==> src/hw/rtl/tdpt_pkg.sv <==
`timescale 1ns / 1ps
// ----------------------------------------------------------------------------
// Trial-division prime test: shared definitions
// Word width, divider counter sizing and the request/response words that
// pass between the sequencer and the shared divider.
// ----------------------------------------------------------------------------
package tdpt_pkg;

    // Width of the tested value (supported range 8 to 64).
    localparam int WIDTH = 32;

    // Step counter of the bit-serial divider: counts WIDTH-1 down to 0.
    localparam int CNT_W = $clog2(WIDTH);

    typedef logic [WIDTH-1:0] word_t;
    typedef logic [CNT_W-1:0] div_cnt_t;

    // Request from the sequencer to the divider.
    typedef struct packed {
        logic  start;
        word_t dividend;
        word_t divisor;
    } div_req_t;

    // Response from the divider, valid when done is high.
    typedef struct packed {
        logic  busy;
        logic  done;
        word_t quotient;
        word_t remainder;
    } div_rsp_t;

endpackage

==> src/hw/rtl/tdpt_divider.sv <==
`timescale 1ns / 1ps
// ----------------------------------------------------------------------------
// Trial-division prime test: shared divider
// Restoring bit-serial divider, one quotient bit per cycle. Gives quotient
// and remainder when the step count runs out. The divisor must be non-zero.
// ----------------------------------------------------------------------------
module tdpt_divider
(
    input  logic                clk,
    input  logic                rst_n,
    input  tdpt_pkg::div_req_t  req,
    output tdpt_pkg::div_rsp_t  rsp
);

    logic                   busy_reg, busy_next;
    logic                   done_reg, done_next;
    tdpt_pkg::div_cnt_t     cnt_reg, cnt_next;
    tdpt_pkg::word_t        rem_reg, rem_next;
    tdpt_pkg::word_t        quo_reg, quo_next;
    tdpt_pkg::word_t        dsr_reg, dsr_next;
    logic [tdpt_pkg::WIDTH:0] trial;
    logic                   neg;

    // Trial subtraction of the divisor from the shifted partial remainder.
    assign trial = {rem_reg, quo_reg[tdpt_pkg::WIDTH-1]} - {1'b0, dsr_reg};
    assign neg   = trial[tdpt_pkg::WIDTH];

    // Next-state logic for one restoring step.
    always_comb
    begin
        busy_next = busy_reg;
        done_next = 1'b0;
        cnt_next  = cnt_reg;
        rem_next  = rem_reg;
        quo_next  = quo_reg;
        dsr_next  = dsr_reg;
        if (req.start)
        begin
            busy_next = 1'b1;
            cnt_next  = tdpt_pkg::div_cnt_t'(tdpt_pkg::WIDTH - 1);
            rem_next  = '0;
            quo_next  = req.dividend;
            dsr_next  = req.divisor;
        end
        else if (busy_reg)
        begin
            rem_next = neg ? {rem_reg[tdpt_pkg::WIDTH-2:0], quo_reg[tdpt_pkg::WIDTH-1]}
                           : trial[tdpt_pkg::WIDTH-1:0];
            quo_next = {quo_reg[tdpt_pkg::WIDTH-2:0], ~neg};
            cnt_next = cnt_reg - 1'b1;
            if (cnt_reg == '0)
            begin
                busy_next = 1'b0;
                done_next = 1'b1;
            end
        end
    end

    // Control registers.
    always_ff @(posedge clk or negedge rst_n)
    begin
        if (!rst_n)
        begin
            busy_reg <= 1'b0;
            done_reg <= 1'b0;
        end
        else
        begin
            busy_reg <= busy_next;
            done_reg <= done_next;
        end
    end

    // Datapath registers.
    always_ff @(posedge clk)
    begin
        cnt_reg <= cnt_next;
        rem_reg <= rem_next;
        quo_reg <= quo_next;
        dsr_reg <= dsr_next;
    end

    assign rsp.busy      = busy_reg;
    assign rsp.done      = done_reg;
    assign rsp.quotient  = quo_reg;
    assign rsp.remainder = rem_reg;

endmodule
==> config.mk <==
export PLATFORM = sky130hd
export DESIGN_NAME = tdpt_divider
export DESIGN_NICKNAME = d
export VERILOG_FILES = /design/src/hw/rtl/tdpt_pkg.sv /design/src/hw/rtl/tdpt_divider.sv
export SDC_FILE = /design/constraint.sdc
export NUM_CORES = 1
export LEC_CHECK = 0
export ABC_CLOCK_PERIOD_IN_PS = 3200
export BUFFER_PORTS_ARGS = -buffer_cell sky130_fd_sc_hd__buf_2
export CORE_ASPECT_RATIO = 0.7
export CORE_MARGIN = 2
export CORE_UTILIZATION = 42
export DETAILED_ROUTE_END_ITERATION = 10
export GPL_TIMING_DRIVEN = 0
export PLACE_DENSITY = 0.7
export SETUP_SLACK_MARGIN = 0.05
export SYNTH_ARGS = -nofsm -noshare
export SYNTH_HDL_FRONTEND = slang
export SYNTH_SLANG_ARGS = --single-unit
==> constraint.sdc <==
create_clock -name clk -period 3.2 [get_ports clk]
set_input_delay 0.16 -clock clk [delete_from_list [all_inputs] [get_ports clk]]
set_output_delay 0.16 -clock clk [all_outputs]
set_load 0.1 [all_outputs]
==> impl_results.md <==
* CTS Buffer Depth at 2
* Met3 track utilization from global routing at 0.0418
* Drt via density at 5.15
* Root Buffer: clkbuf_16
* Fin Setup TNS at -378 ps
* Synth Net Count at 641
* Synth area leader: edfxtp_1
* Max rail drop VDD at 0.391 mV
* Max Fclk at 0.306 GHz
* H-tree depth at 3
* Iter 0 DRT Violations at 344
* Antenna violations before repair at 0
* FF+latch count, synth at 103
* Critical Path Source Type: register
* CTS tree: done
* Slowest cell on the critical path: edfxtp_1
* Placed insts at 857
* Top fanout value on the critical path at 10
* Post-Place Cell Area at 6740 µm²
* WHS at 98.5 ps
* First-pass GRT wire length at 23000 µm
* Busiest grt layer: met2
* EDFF count, synth at 64
* Residual DRC count at 0
* Footprint of the multi-input gates at 2880 µm²
* Cell with the most instances after synthesis: edfxtp_1
* Max-cap violation count at 0
* Post-layout min period at 3270 ps
* Overall die width at 145 µm
* Routed via count at 4746
* Clock power frac at 0.188
* Die Area at 14800 µm²
* Initial DRT Pass Iterations at 5
* Final setup fails at 13
* Clk Latency, worst-skew pair at 350 ps
* Core ar. at 13400 µm²
* Reg power frac at 0.300
* Setup CP Type: register to register
* Worst slew pin tran at 1280 ps
* P&R area growth vs syn at 30.1%
* Total power at 5.92 mW
* I/O pin total at 133
* Switching portion of total power at 0.462
* Rows at 35
* Slew margin rel. at 0.147
* Failing checks: setup timing
* Die Ht at 103 µm
* Synth area leaders: edfxtp_1 33%, dfxtp_1 13%, ha_1 7.1%, mux2_2 6.2%, mux2i_1 5.2%
* Setup ws final at -68.0 ps
* TritonCTS buffer count at 9
* Design area at 7580 µm²
* Pin count of the biggest net entering global routing at 34
* Synth cell count leaders: 64 x edfxtp_1, 40 x inv_1, 37 x dfxtp_1, 34 x nor2_1, 33 x ha_1
* Cell count after synthesis at 540
* Worst endpoint required time at 3410 ps
* Final Hold Fails at 0
* HPWL Detailed at 10800 µm
* Ant. Diodes at 0
* IO Port Bufs at 132
* Critical path arrival at 3480 ps
* Distinct cell type count after synthesis at 56
* Crit path largest cell delay at 370 ps
* Routability cong. at 0.905
* Leakage at 3.69 nW
* Logic pwr share at 0.512
* P_int at 3.19 mW
* Pins Over Slew Limit at 0
* All-layer global routing usage at 0.201
* GR Util met1 at 0.289
* DRT antenna net count at 0
* Initial Util at 0.436
* Layout net count at 833
* Ys async rst share at 0.0194
* YS warnings at 0
* Routed wire length at 14900 µm
* Cell Count, Final, Fillers Out at 922
* Layout Skew at 7.33 ps
* Ys flop type: edfxtp_1
* Clock sinks at 103
* GRT overflow at 0
* Mapped cell area at 5830 µm²
* RSZ-0062 raised after global routing: true
* Worst setup EP type: register
* Tcrit/Tclk final at 1.02
* Seq/Total Area, Yosys at 0.466
* Fillers at 1149
* Worst hold path type: input port to register
* Sw power at 2.73 mW
* Met2 usage at 0.309
* Status: finished with violations
* Share of the synthesized area in the top cell type at 0.330
* CP cell instances: ha_2 -> fa_2 -> nor2b_4 -> o2111a_2 -> nor4_2 -> o211a_1 -> o221a_4 -> o41ai_4 -> o22ai_4 -> xor2_4 -> buf_12 -> buf_8 -> mux2i_2 -> a211oi_2
* Layout cells sized above 1 at 0.299
* Power Density at 781 nW/µm²
* Vias in the first global route at 4566
* Syn avg cell area at 10.8 µm²
* Avg WL per Cell at 16.2 µm
* Reg area at 2710 µm²
* Clk pin slew, worst setup/hold paths at 70 ps
[through the flow]
stage | utilization | setup WS (ps)
final | 0.567 | -68.0
after global routing | 0.567 | -211
after CTS | 0.563 | -50.9
after detailed placement | 0.505 | -388
after global placement | 0.505 | -290
after floorplan | - | -620
[placed cells by master (no fill, tap or decap), types with 3 or more instances in the layout]
master	instances
nand2_1	30
a21oi_1	21
clkbuf_1	19
buf_2	133
nand2b_1	13
a211o_1	3
a211oi_1	16
o21a_1	4
buf_1	4
o21ai_1	14
a31oi_1	5
nor3_1	6
buf_8	3
nand3_1	3
o31ai_1	3
ha_1	32
mux2i_1	29
nand4_1	10
inv_1	40
nor2b_1	4
xor2_1	17
nor2_1	34
buf_4	16
clkbuf_16	9
a211oi_2	4
o21ai_0	12
xnor2_1	16
a21o_1	24
dfxtp_1	36
mux2_2	32
edfxtp_1	64
dlygate4sd3_1	33
[per-layer routing]
| metal | part of all wire | up-vias | routed length, µm |
|---|---|---|---|
| li1 | - | 2350 | - |
| met4 | 0.016 | 0 | 240 |
| met5 | 0 | - | 0 |
| met3 | 0.054 | 20 | 807 |
| met1 | 0.47 | 2244 | 6970 |
| met2 | 0.46 | 132 | 6890 |
[path summary, 6_finish.rpt]
| kind | start | to | slack (ps) | cells after the start |
|---|---|---|---|---|
| max | dsr_reg[0] | rem_reg[25] | -70 | 14 |
| min | req[32] | quo_reg[0] | 100 | 3 |
| max reg2reg | dsr_reg[0] | rem_reg[25] | -70 | 14 |
| min reg2reg | rem_reg[22] | rem_reg[22] | 490 | 2 |
| max in group asynchronous | rst_n | busy_reg | 2980 | 2 |
| min in group asynchronous | rst_n | done_reg | 120 | 2 |
[critical path: cells and delay by family, from the launching register on]
| kind | cells | cell delay, ps |
|---|---|---|
| AOI/OAI and AO/OA | 6 | 1210 |
| adders and majority gates | 2 | 590 |
| DFF | 1 | 370 |
| buffers and inverters | 2 | 320 |
| muxes | 1 | 260 |
| and+or+nand+nor | 2 | 190 |
| xor gates and xnor gates | 1 | 170 |
[logic make-up (layout without fill, tap and decap cells)]
family	Yosys count	in the layout	synth area share
multiplexers	62	62	0.113
AO/OA/AOI/OAI	129	129	0.154
buffers and inverters	70	267	0.0498
XOR/XNOR	34	34	0.0543
AND/OR/NAND/NOR	108	108	0.0883
adder cells (fa/ha/maj)	34	34	0.0743
flip-flops	103	103	0.466
[power by group through the flow]
stage          logic, mW  clock network, mW  registers [mW]
2_1_floorplan       1.21                  0            2.84
3_3_place_gp        2.73                  0            1.80
3_5_place_dp        2.78                  0            1.80
4_1_cts             2.97               1.14            1.77
5_1_grt             3.21               1.19            1.80
6_report            3.03               1.12            1.78
[timing repair]
item / in CTS / in global routing
pin swaps: 10 / 2
gates cloned: 1 / 0
resized for setup: 12 / 8
endpoints found under the setup margin: 33 / 33
hold buffers: 33 / 0
buffers inserted: 12 / 4
hold endpoints to repair: 34 / 0
[area by class of cell]
class / count / area share
inverter: 40 / 0.0198
sequential: 103 / 0.358
timing repair buffer: 182 / 0.152
clock buffer: 9 / 0.0297
clock inverter: 7 / 0.00925
tap: 185 / 0.0305
buffer: 29 / 0.0200
multi-input combinational: 367 / 0.380
Power figures use the tool's default switching activity.
